--- config.mk ---
export PLATFORM = sky130hd
export DESIGN_NAME = mf3_sort_cell
export DESIGN_NICKNAME = d
export VERILOG_FILES = /design/src/mf3_pkg.sv /design/src/mf3_sort_cell.sv
export SDC_FILE = /design/constraint.sdc
export NUM_CORES = 1
export LEC_CHECK = 0
export BUFFER_PORTS_ARGS = -buffer_cell sky130_fd_sc_hd__buf_2
export CORE_ASPECT_RATIO = 2
export CORE_MARGIN = 2
export CORE_UTILIZATION = 50
export CTS_CLUSTER_DIAMETER = 60
export DETAILED_ROUTE_END_ITERATION = 16
export HOLD_SLACK_MARGIN = 0.02
export PLACE_DENSITY = 0.81
export SYNTH_ARGS = -nofsm -noshare
export SYNTH_HDL_FRONTEND = slang
export SYNTH_SLANG_ARGS = --single-unit
--- constraint.sdc ---
create_clock -name clk -period 1.5 [get_ports clk]
set_input_delay 0.15 -clock clk [delete_from_list [all_inputs] [get_ports clk]]
set_output_delay 0.15 -clock clk [all_outputs]
set_load 0.01 [all_outputs]
--- src/mf3_pkg.sv ---
// ----------------------------------------------------------------------------
// mf3_pkg
// Shared types and constants of the 3x3 median filter.
// ----------------------------------------------------------------------------
package mf3_pkg;

    localparam int MAX_WIDTH_DEF = 1024;
    localparam int PIX_W         = 8;
    localparam int CFG_W         = 11;
    localparam int CFG_IDX_W     = 1;
    localparam int ROW_W         = 11;
    localparam int MAX_ROWS      = 1024;
    localparam int WIDTH_RESET   = 640;
    localparam int HEIGHT_RESET  = 480;
    localparam int WIN_N         = 9;
    localparam int MED_IDX       = 4;
    localparam int SORT_STAGES   = 9;

    localparam logic OP_PIXEL = 1'b0;
    localparam logic OP_FLUSH = 1'b1;

    typedef enum logic [CFG_IDX_W-1:0] {
        REG_IMAGE_WIDTH  = 1'b0,
        REG_IMAGE_HEIGHT = 1'b1
    } cfg_reg_t;

    typedef logic [PIX_W-1:0] pix_t;
    typedef logic [WIN_N-1:0][PIX_W-1:0] win_t;

    typedef struct packed {
        logic valid;
        logic last;
    } sort_tag_t;

endpackage

--- src/mf3_sort_cell.sv ---
// ----------------------------------------------------------------------------
// mf3_sort_cell
// One step of an odd-even transposition sort over nine pixels, registered.
// ----------------------------------------------------------------------------
module mf3_sort_cell import mf3_pkg::*;
#(
    parameter bit ODD = 1'b0
)
(
    input  logic      clk,
    input  logic      rst_n,
    input  logic      advance,
    input  sort_tag_t in_tag,
    input  win_t      in_vals,
    output sort_tag_t out_tag,
    output win_t      out_vals
);

    sort_tag_t tag_reg;
    win_t      vals_reg;
    win_t      vals_next;

    always_comb
    begin
        vals_next = in_vals;
        for (int k = int'(ODD); k < WIN_N - 1; k += 2)
        begin
            if (in_vals[k] > in_vals[k+1])
            begin
                vals_next[k]   = in_vals[k+1];
                vals_next[k+1] = in_vals[k];
            end
        end
    end

    always_ff @(posedge clk or negedge rst_n)
    begin
        if (!rst_n)
        begin
            tag_reg <= '0;
        end
        else if (advance)
        begin
            tag_reg <= in_tag;
        end
    end

    always_ff @(posedge clk)
    begin
        if (advance)
        begin
            vals_reg <= vals_next;
        end
    end

    assign out_tag  = tag_reg;
    assign out_vals = vals_reg;

endmodule

Word-level counts from Yosys, hierarchy flattened --
Index checks and enable logic that the tools add are counted.
Cells by class: magnitude comparators 4, mux-type cells 4
Operators with widths (number):
- $mux W16 | 4
- $gt A8 B8 Y1 | 4
Storage, ports and cells: input bits 77, bits in registers 74, word-level logic and storage cells 19

Depth between registers and ports, before layout --
Gate-level depths: netlist (run 1).
depth after elaboration 2, gate-level depth with buffers 8, depth with buffers taken out 7

Worst setup path before layout (run 1) --
No wires, ideal clock.
path type input to register, start point in in_vals[9] (netlist bit), end point reg vals_reg (netlist bit out_vals[10]), data pin, library setup time 0.260 ns, required time 1.240 ns, stages on the path 8, slack -0.261 ns, arrival 1.500 ns, path through inv_1 ha_1 nor2b_4 o211ai_2 a21oi_2 o22ai_4 buf_8 mux2_4
RTL lines:
- from (decl) | line mf3_sort_cell.sv:14 | input win_t in_vals,
- to (signal assigned) | line mf3_sort_cell.sv:52 | vals_reg <= vals_next;
- to (decl) | line mf3_sort_cell.sv:20 | win_t vals_reg;

==> flow_summary.yaml, run 1 <==
status:
  outcome: "completed"
setup_path:
  reg2reg_depth: 1
  r2r_setup_slack_ns: 0.75
  worstSetupStartpointType: "primary input"
  arrival_ns: 1.56
  worstReg2RegEnd: "out_tag[0]"
  endpoint: "out_vals[62]"
  crit_fanout: 6
  r2r_start: "out_tag[0]"
  crit_start: "in_vals[59]"
  cp-end-kind: "flip-flop"
  crit_type: "in2reg"
  critPathRequiredTime_ns: 1.57
min_path:
  hp-start: "in_tag[0]"
  hold_class: "in2reg"
finish:
  area_delta_synth_final_pct: 50.6
  nets: 582
  fin_util: 0.783
  drive_gt1_frac: 0.706
  seqCellArea_sq_um: 2210
  fill_cells: 489
  antenna_cells: 0
  stdcell_count: 573
  multiInputGateArea_sq_um: 2030
sta:
  period_share: 0.994
  whs_ns: 0.0732
  max_freq_mhz: 670
  min_period_ns: 1.49
  fin_worst_skew_ns: 0
  relSlewSlack: 0.805
  tightestPinTransition_ns: 0.293
  hold_viol: 0
  finalSetupViolCount: 0
  report.final.slew_viol_count: 0
  rsz0062_at_grt: "yes"
  tns_ns: 0
clock_tree:
  clkTransAtPathRegs_ns: 0.05
  cts_buffer_depth: 2
  cts_inserted_buffers: 9
  numClockSinks: 74
  worstSkewPairLatency_ns: 0.32
  cts_root_buffer: "clkbuf_16"
  cts_tree: "yes"
  cts_htree_levels: 3
placement:
  gp_congestion: 0.747
  dp_cells: 547
  dpl.hpwl_mm: 7.13
  io_buffer_count: 150
global_routing:
  overflow: 0
  grt_pass1_vias: 3206
  grt_usage: 0.221
  grt_max_degree: 38
  antenna_found_initial: 0
  grt_pass1_wl_mm: 14.9
yosys:
  synthDistinctLibCells: 19
  synth_area_per_cell_sq_um: 16.4
  netlist_instances: 252
  yosysTopAreaCellShare: 0.524
  synth_nets: 361
  syn_area_sq_um: 4130
  synth_top_area_cell: "edfxtp_1"
  synth_seq_cells: 74
  ys_seq_area_frac: 0.536
  synthTopCellsByArea: "edfxtp_1, mux2_4, ha_1"
  ys.warnings.count: 0
drt:
  routedWlPerCell_um: 17.3
  antenna_left: 0
  dr.pass1.iters: 4
  vias: 2926
  drtIter0Drc: 189
  wirelength_mm: 9.91
  viasPerCell: 5.11
  drc: 0
power:
  peakVddDrop_mv: 0.608
  finalPower_mw: 6.34
  p_per_area_nw_per_um2: 1020
  power.leakage_nw: 2.89
floorplanning:
  start_util: 0.520
  dieWidth_um: 68.2
  coreArea_sq_um: 7940
  ios: 151
  die_y_um: 132
  rows: 46
  die-area_sq_um: 9040
flow_run:
  maxCapViolCount: 0
-- cells in the mapped netlist --
cell	count
edfxtp_1	72
mux2_4	40
ha_1	32
inv_1	32
mux2_2	26
a21oi_1	12
a21oi_2	4
nand2_1	4
nand4_1	4
nor2b_4	4
o211ai_2	4
o22ai_4	4
o21ai_2	3
buf_12	2
buf_8	2
dfrtp_1	2
nand4_2	2
nand4_4	2
o21ai_4	1
-- worst min path at each step --
stage            endpoint  slack, ns  cells after the start
2_1_floorplan  out_tag[0]      -0.15                      0
6_report       out_tag[0]       0.07                      2
3_3_place_gp   out_tag[1]      -0.07                      1
4_1_cts        out_tag[0]       0.06                      2
3_5_place_dp   out_tag[1]      -0.06                      1
5_1_grt        out_tag[0]       0.08                      2
-- routing by layer --
layer,global-route usage,up-vias,wire (um)
li1,-,1398,-
met1,0.212,1413,3290
met2,0.426,105,5900
met3,0.0451,10,562
met4,0.0867,0,157
met5,0,-,0
-- repair_timing --
| item | CTS | global route |
|---|---|---|
| hold endpoints to repair | 10 | 0 |
| resized for setup | 25 | 33 |
| pin swaps | 8 | 16 |
| hold buffers | 9 | 0 |
| buffers inserted | 0 | 0 |
| setup endpoints to repair | 48 | 64 |
| gates cloned | 2 | 0 |
-- per-stage QoR --
step | setup WS [ns] | area [sq um]
2_1_floorplan | -0.189 | 4290
3_3_place_gp | -0.365 | 5530
3_5_place_dp | -0.404 | 5530
4_1_cts | -0.00416 | 6040
5_1_grt | -0.0341 | 6220
6_report | 0.00846 | 6220
-- cell type report --
type,count,share of cell area
sequential,74,0.356
multi-input combinational,142,0.326
timing repair buffer,214,0.227
clock buffer,11,0.0374
inverter,32,0.0274
tap,96,0.0193
clock inverter,4,0.00705
-- registers in the layout, summed over array words and instances (netlist names) --
register	cells
out_tag	2
out_vals	72
-- cell usage in the layout, fill, tap and decap left out, types with 5 or more instances in the layout --
cell type	synthesis	routed
buf_2	0	143
edfxtp_1	72	72
mux2_4	40	58
buf_4	0	46
inv_1	32	28
ha_1	32	18
a21oi_2	4	15
ha_4	0	14
clkbuf_16	0	10
dlygate4sd3_1	0	9
mux2_2	26	8
buf_6	0	8
buf_12	2	5
-- worst max-delay path, stage by stage --
cell,delay [ns]
buf_2,0.12
inv_1,0.09
ha_4,0.22
a21oi_2,0.21
a21oi_4,0.09
o22ai_4,0.20
buf_6,0.18
mux2_4,0.30
-- power by group --
part           switching, mW  internal, mW
Combinational          0.757         0.941
Clock                  0.772          1.27
Sequential            0.0554          2.55
-- kinds of logic after synthesis --
family | synth area share
flops | 0.536
mux | 0.216
buf+inv | 0.0461
fa+ha+maj | 0.0970
compound gates | 0.0649
simple gates | 0.0394
Note: power is estimated with default switching activity, not from simulation.
==> inputs of run 2 (changes only) <==
--- a/config.mk
+++ b/config.mk
@@ -5,6 +5,7 @@
 export SDC_FILE = /design/constraint.sdc
 export NUM_CORES = 1
 export LEC_CHECK = 0
+export ABC_AREA = 1
 export BUFFER_PORTS_ARGS = -buffer_cell sky130_fd_sc_hd__buf_2
 export CORE_ASPECT_RATIO = 2
 export CORE_MARGIN = 2
@@ -12,7 +13,8 @@
 export CTS_CLUSTER_DIAMETER = 60
 export DETAILED_ROUTE_END_ITERATION = 16
 export HOLD_SLACK_MARGIN = 0.02
-export PLACE_DENSITY = 0.81
+export PLACE_DENSITY = 0.8
+export SETUP_SLACK_MARGIN = 0.2
 export SYNTH_ARGS = -nofsm -noshare
 export SYNTH_HDL_FRONTEND = slang
 export SYNTH_SLANG_ARGS = --single-unit
==> run 2 against run 1 <==
  * Critical path depth is 2 higher
  * Area after synthesis is 6.7% higher
  * Clock skew stayed put
  * Largest power group unchanged
  * Setup slack better by 0.18 ns
  * Hold slack worse by 0.017 ns
  * Register-to-register slack hardly changed
==> flow_summary.yaml, run 2 <==
yosys:
  syn_area_sq_um: 4400
  post-synth-top-count-cell: "nand2_2"
  netlist_instances: 424
  ys.warnings.count: 0
  synth_nets: 533
  synthTopCellsByArea: "edfxtp_1, nand2_2, ha_1"
  yosys-top-cells-count: "nand2_2, edfxtp_1, nand2_1"
  synthDistinctLibCells: 19
  synth_seq_cells: 74
  synth-edff-count: 72
  synth_area_per_cell_sq_um: 10.4
  yosysTopAreaCellShare: 0.491
  ys_seq_area_frac: 0.502
  synthFlopType: "edfxtp_1"
  synth_top_area_cell: "edfxtp_1"
  async_flop_share: 0.0270
flow_run:
  maxCapViolCount: 0
sta:
  max_freq_mhz: 763
  finalSetupViolCount: 0
  report.final.slew_viol_count: 0
  fin_worst_skew_ns: 0
  tightestPinTransition_ns: 0.383
  min_period_ns: 1.31
  hold_viol: 0
  relSlewSlack: 0.745
  rsz0062_at_grt: "yes"
  period_share: 0.874
global_routing:
  antenna_found_initial: 0
  grt_usage: 0.244
  use_met2: 0.469
  grt_busiest_layer: "met2"
  use_met1: 0.248
  grt_pass1_vias: 4094
  grt_max_degree: 45
  use_met3: 0.0398
  overflow: 0
  grt_pass1_wl_mm: 18.3
setup_path:
  critPathRequiredTime_ns: 1.59
  critical_path.top_delay_family: "simple AND/OR/NAND/NOR gates"
  r2r_start: "out_tag[1]"
  arrival_ns: 1.40
  r2r_setup_slack_ns: 0.74
  worstReg2RegEnd: "out_tag[1]"
  reg2reg_depth: 1
  critical_path_buf_inv_count: 3
  crit_type: "in2reg"
  slowest_stage: "ha_4"
  cpPeakStageDelay_ns: 0.24
  cp_cell_sequence: "buf_2 > inv_2 > ha_4 > a21oi_2 > nor2_1 > nor2_2 > nand2_4 > buf_8 > nand3_1 > nand2_2"
  worstSetupStartpointType: "primary input"
  cp-end-kind: "flip-flop"
  crit_fanout: 16
drt:
  drtIter0Drc: 267
  wirelength_mm: 12.5
  viasPerCell: 5.29
  dr.pass1.iters: 5
  antenna_left: 0
  drc: 0
  routedWlPerCell_um: 16.3
  vias: 4077
clock_tree:
  cts_htree_levels: 3
  cts_buffer_depth: 2
  numClockSinks: 74
  cts_inserted_buffers: 9
  clkTransAtPathRegs_ns: 0.06
  cts_root_buffer: "clkbuf_16"
  cts_tree: "yes"
  worstSkewPairLatency_ns: 0.33
power:
  finalPower_mw: 6.87
  p_per_area_nw_per_um2: 976
  power.leakage_nw: 3.40
  peakVddDrop_mv: 0.698
finish:
  antenna_cells: 0
  nets: 774
  fin_util: 0.820
  final_common_cell: "buf_2"
  area_delta_synth_final_pct: 59.9
  drive_gt1_frac: 0.637
  largest_register_ffs: 72
  final_cell_mix: "buf_2, buf_4, edfxtp_1, nand2_1, nand3_1"
placement:
  io_buffer_count: 150
  dpl.hpwl_mm: 9.08
  gp_congestion: 0.847
min_path:
  hp-start: "in_tag[0]"
  hold_depth: 2
  hold_class: "in2reg"
  holdPathEnd: "out_tag[0]"
status:
  outcome: "completed"
floorplanning:
  ios: 151
  dieWidth_um: 70.4
  coreArea_sq_um: 8590
  start_util: 0.513
  die-area_sq_um: 9620
  die_y_um: 137
  rows: 48
[run 2: cell count changes in the layout (fill, tap and decap cells not counted), sizes merged, moves of 8 or more]
cell	before	now
buf	204	228
a21oi	16	8
nor2	0	12
nand3	0	64
inv	32	44
mux2	66	2
nand2	4	170
[run 2: how the worst max path moves through the flow]
stage           startpoint  slack, ns      endpoint  depth (start not counted)
2_1_floorplan   in_vals[9]       0.12  out_vals[10]                         12
3_3_place_gp   in_vals[41]      -0.07  out_vals[37]                         12
3_5_place_dp   in_vals[57]      -0.16  out_vals[49]                         12
4_1_cts        in_vals[59]       0.21  out_vals[59]                         10
5_1_grt        in_vals[11]       0.12  out_vals[12]                         10
6_report       in_vals[61]       0.19  out_vals[59]                         10
[run 2: metrics by stage]
step	std cells	setup WS (ns)	hold slack, ns	cell area (sq um)	setup TNS [ns]
finish	770	0.189	0.0564	7040	0
floorplan	424	0.116	-0.146	5100	0
detailed placement	740	-0.157	-0.0644	6440	-7.52
CTS	765	0.210	0.0470	6850	0
global route	770	0.124	0.0486	7040	0
global placement	740	-0.0731	-0.0663	6440	-3.36
[run 2: logic make-up (layout without fill, tap and decap cells)]
logic type,count (synthesis),after routing,share of synthesized area
buffers and inverters,56,300,0.0670
flip-flops,74,74,0.502
adder cells (fa/ha/maj),32,32,0.0909
AND/OR/NAND/NOR,248,250,0.319
AO/OA/AOI/OAI,12,12,0.0159
multiplexers,2,2,0.00511
[run 2: metal layers]
layer  wire, um  vias to the layer above
met5          0                        -
met4        509                        0
met3        638                       42
met2       7210                      170
met1       4160                     1961
li1           -                     1904
[run 2: layout make-up]
class,count,area (sq um)
multi-input combinational,296,2600
sequential,74,2210
fill,500,1550
timing repair buffer,240,1540
inverter,44,248
clock buffer,11,233
tap,100,125
clock inverter,5,78.8
[run 2: repair_timing]
| action | 4_1_cts | 5_1_grt |
|---|---|---|
| gates resized for setup | 1 | 27 |
| cloned | 0 | 3 |
| endpoints found under the hold margin | 10 | 0 |
| setup endpoints to repair | 2 | 60 |
| pin swaps | 0 | 6 |
| hold buffers | 9 | 0 |
| buffers inserted | 0 | 2 |
[run 2: where the power goes]
part / total [mW] / internal [mW] / switching, mW / leakage [nW]
combinational: 1.97 / 0.849 / 1.12 / 2.52
clock: 2.26 / 1.45 / 0.807 / 0.153
sequential: 2.64 / 2.58 / 0.0605 / 0.726
==> inputs of run 3 (changes only) <==
--- a/config.mk
+++ b/config.mk
@@ -10,6 +10,7 @@
 export CORE_ASPECT_RATIO = 2
 export CORE_MARGIN = 2
 export CORE_UTILIZATION = 50
+export CTS_BUF_LIST = sky130_fd_sc_hd__clkbuf_4 sky130_fd_sc_hd__clkbuf_8 sky130_fd_sc_hd__clkbuf_16
 export CTS_CLUSTER_DIAMETER = 60
 export DETAILED_ROUTE_END_ITERATION = 16
 export HOLD_SLACK_MARGIN = 0.02
==> run 3 against run 2 <==
  * Flip-flop and latch count did not move
  * Sequential share of layout area barely moved
  * Clock power rose by 2%
  * Critical endpoint unchanged
==> flow_summary.yaml, run 3 (synthesized netlist as in run 2, its figures left out) <==
power:
  peakVddDrop_mv: 0.697
  power_switching_mw: 2.00
  power_frac_comb: 0.285
  p_int_mw: 4.92
  finalPower_mw: 6.91
  p_per_area_nw_per_um2: 980
  swShare: 0.289
  clkPwrFrac: 0.333
  power.leakage_nw: 3.40
  power_frac_seq: 0.382
sta:
  min_period_ns: 1.31
  finalSetupViolCount: 0
  hold_viol: 0
  max_freq_mhz: 765
  report.final.slew_viol_count: 0
  fin_worst_skew_ns: 0
  rsz0062_at_grt: "yes"
  relSlewSlack: 0.743
  period_share: 0.872
  tightestPinTransition_ns: 0.386
finish:
  fin_area_sq_um: 7050
  final_common_cell: "buf_2"
  area_delta_synth_final_pct: 60.0
  antenna_cells: 0
  fill_cells: 500
  largest_register_ffs: 72
  final_cell_mix: "buf_2, buf_4, edfxtp_1, nand2_1, nand3_1"
  drive_gt1_frac: 0.640
  nets: 774
min_path:
  hold_depth: 2
  hold_class: "in2reg"
placement:
  io_buffer_count: 150
  dpl.hpwl_mm: 9.08
  placed_cell_area_sq_um: 6440
  gp_congestion: 0.847
setup_path:
  reg2reg_depth: 1
  crit_type: "in2reg"
  critPathRequiredTime_ns: 1.59
  critical_path_buf_inv_count: 3
  cp_cell_sequence: "buf_2 > inv_2 > ha_4 > a21oi_2 > nor2_1 > nor2_2 > nand2_4 > buf_8 > nand3_1 > nand2_2"
  cpPeakStageDelay_ns: 0.24
  path_depth: 10
  cp-end-kind: "flip-flop"
  arrival_ns: 1.40
  slowest_stage: "ha_4"
  r2r_setup_slack_ns: 0.74
  worstSetupStartpointType: "primary input"
  crit_fanout: 16
  critical_path.top_delay_family: "simple AND/OR/NAND/NOR gates"
clock_tree:
  numClockSinks: 74
  clkTransAtPathRegs_ns: 0.06
  cts_buffer_depth: 2
  cts_root_buffer: "clkbuf_16"
  worstSkewPairLatency_ns: 0.33
  cts_inserted_buffers: 9
  cts_tree: "yes"
  cts_htree_levels: 3
global_routing:
  use_met2: 0.470
  grt_max_degree: 45
  grt_usage: 0.244
  use_met3: 0.0405
  grt_pass1_vias: 4096
  antenna_found_initial: 0
  grt_pass1_wl_mm: 18.4
  use_met1: 0.248
  grt_busiest_layer: "met2"
  overflow: 0
drt:
  routedWlPerCell_um: 16.2
  drc: 0
  antenna_left: 0
  viasPerCell: 5.34
  drtIter0Drc: 291
  wirelength_mm: 12.5
  dr.pass1.iters: 5
  vias: 4112
floorplanning:
  start_util: 0.513
  coreArea_sq_um: 8590
  rows: 48
  die-area_sq_um: 9620
  dieWidth_um: 70.4
  die_y_um: 137
  ios: 151
status:
  outcome: "completed"
flow_run:
  maxCapViolCount: 0
-- run 3: cell counts in the layout (fill, tap and decap cells not counted) --
Identical to the previous run, type by type.
-- run 3: power groups by stage --
stage | Sequential, mW | Clock, mW | Combinational, mW
floorplan | 2.82 | 0 | 0.964
global placement | 2.68 | 0 | 1.75
detailed placement | 2.68 | 0 | 1.85
CTS | 2.64 | 2.31 | 1.88
global route | 2.66 | 2.42 | 2.12
finish | 2.64 | 2.30 | 1.97
-- run 3: through the flow --
stage	setup TNS, ns	setup WS, ns	hold WS (ns)	cells	utilization
after global placement	-3.36	-0.0731	-0.0663	740	0.750
after global routing	0	0.145	0.0486	770	0.821
final	0	0.192	0.0552	770	0.821
after floorplan	0	0.116	-0.146	424	-
after CTS	0	0.210	0.0470	765	0.798
after detailed placement	-7.52	-0.157	-0.0644	740	0.750
-- run 3: worst paths after layout --
kind / from / end
max in group asynchronous: rst_n / out_tag[1]
min reg2reg: out_tag[0] / out_tag[0]
min in group asynchronous: rst_n / out_tag[0]
min: in_tag[0] / out_tag[0]
max: in_vals[61] / out_vals[59]
max reg2reg: out_tag[1] / out_tag[1]
-- run 3: layout make-up --
| cell class | count | area [sq um] | area share |
|---|---|---|---|
| clock inverter | 5 | 78.8 | 0.0112 |
| sequential | 74 | 2210 | 0.314 |
| multi-input combinational | 296 | 2600 | 0.369 |
| clock buffer | 11 | 240 | 0.0341 |
| timing repair buffer | 240 | 1540 | 0.219 |
| tap | 100 | 125 | 0.0178 |
| inverter | 44 | 248 | 0.0352 |
-- run 3: what timing repair did --
action / CTS / global route
setup endpoints to repair: 2 / 60
setup buffers: 0 / 2
cloned: 0 / 3
hold endpoints to repair: 10 / 0
pin swaps: 0 / 6
gates resized for setup: 1 / 27
hold buffers: 9 / 0
-- run 3: routing by layer --
layer	vias up	part of all wire
met5	-	0
met4	0	0.040
met3	42	0.056
met2	185	0.57
met1	1977	0.33
li1	1908	-
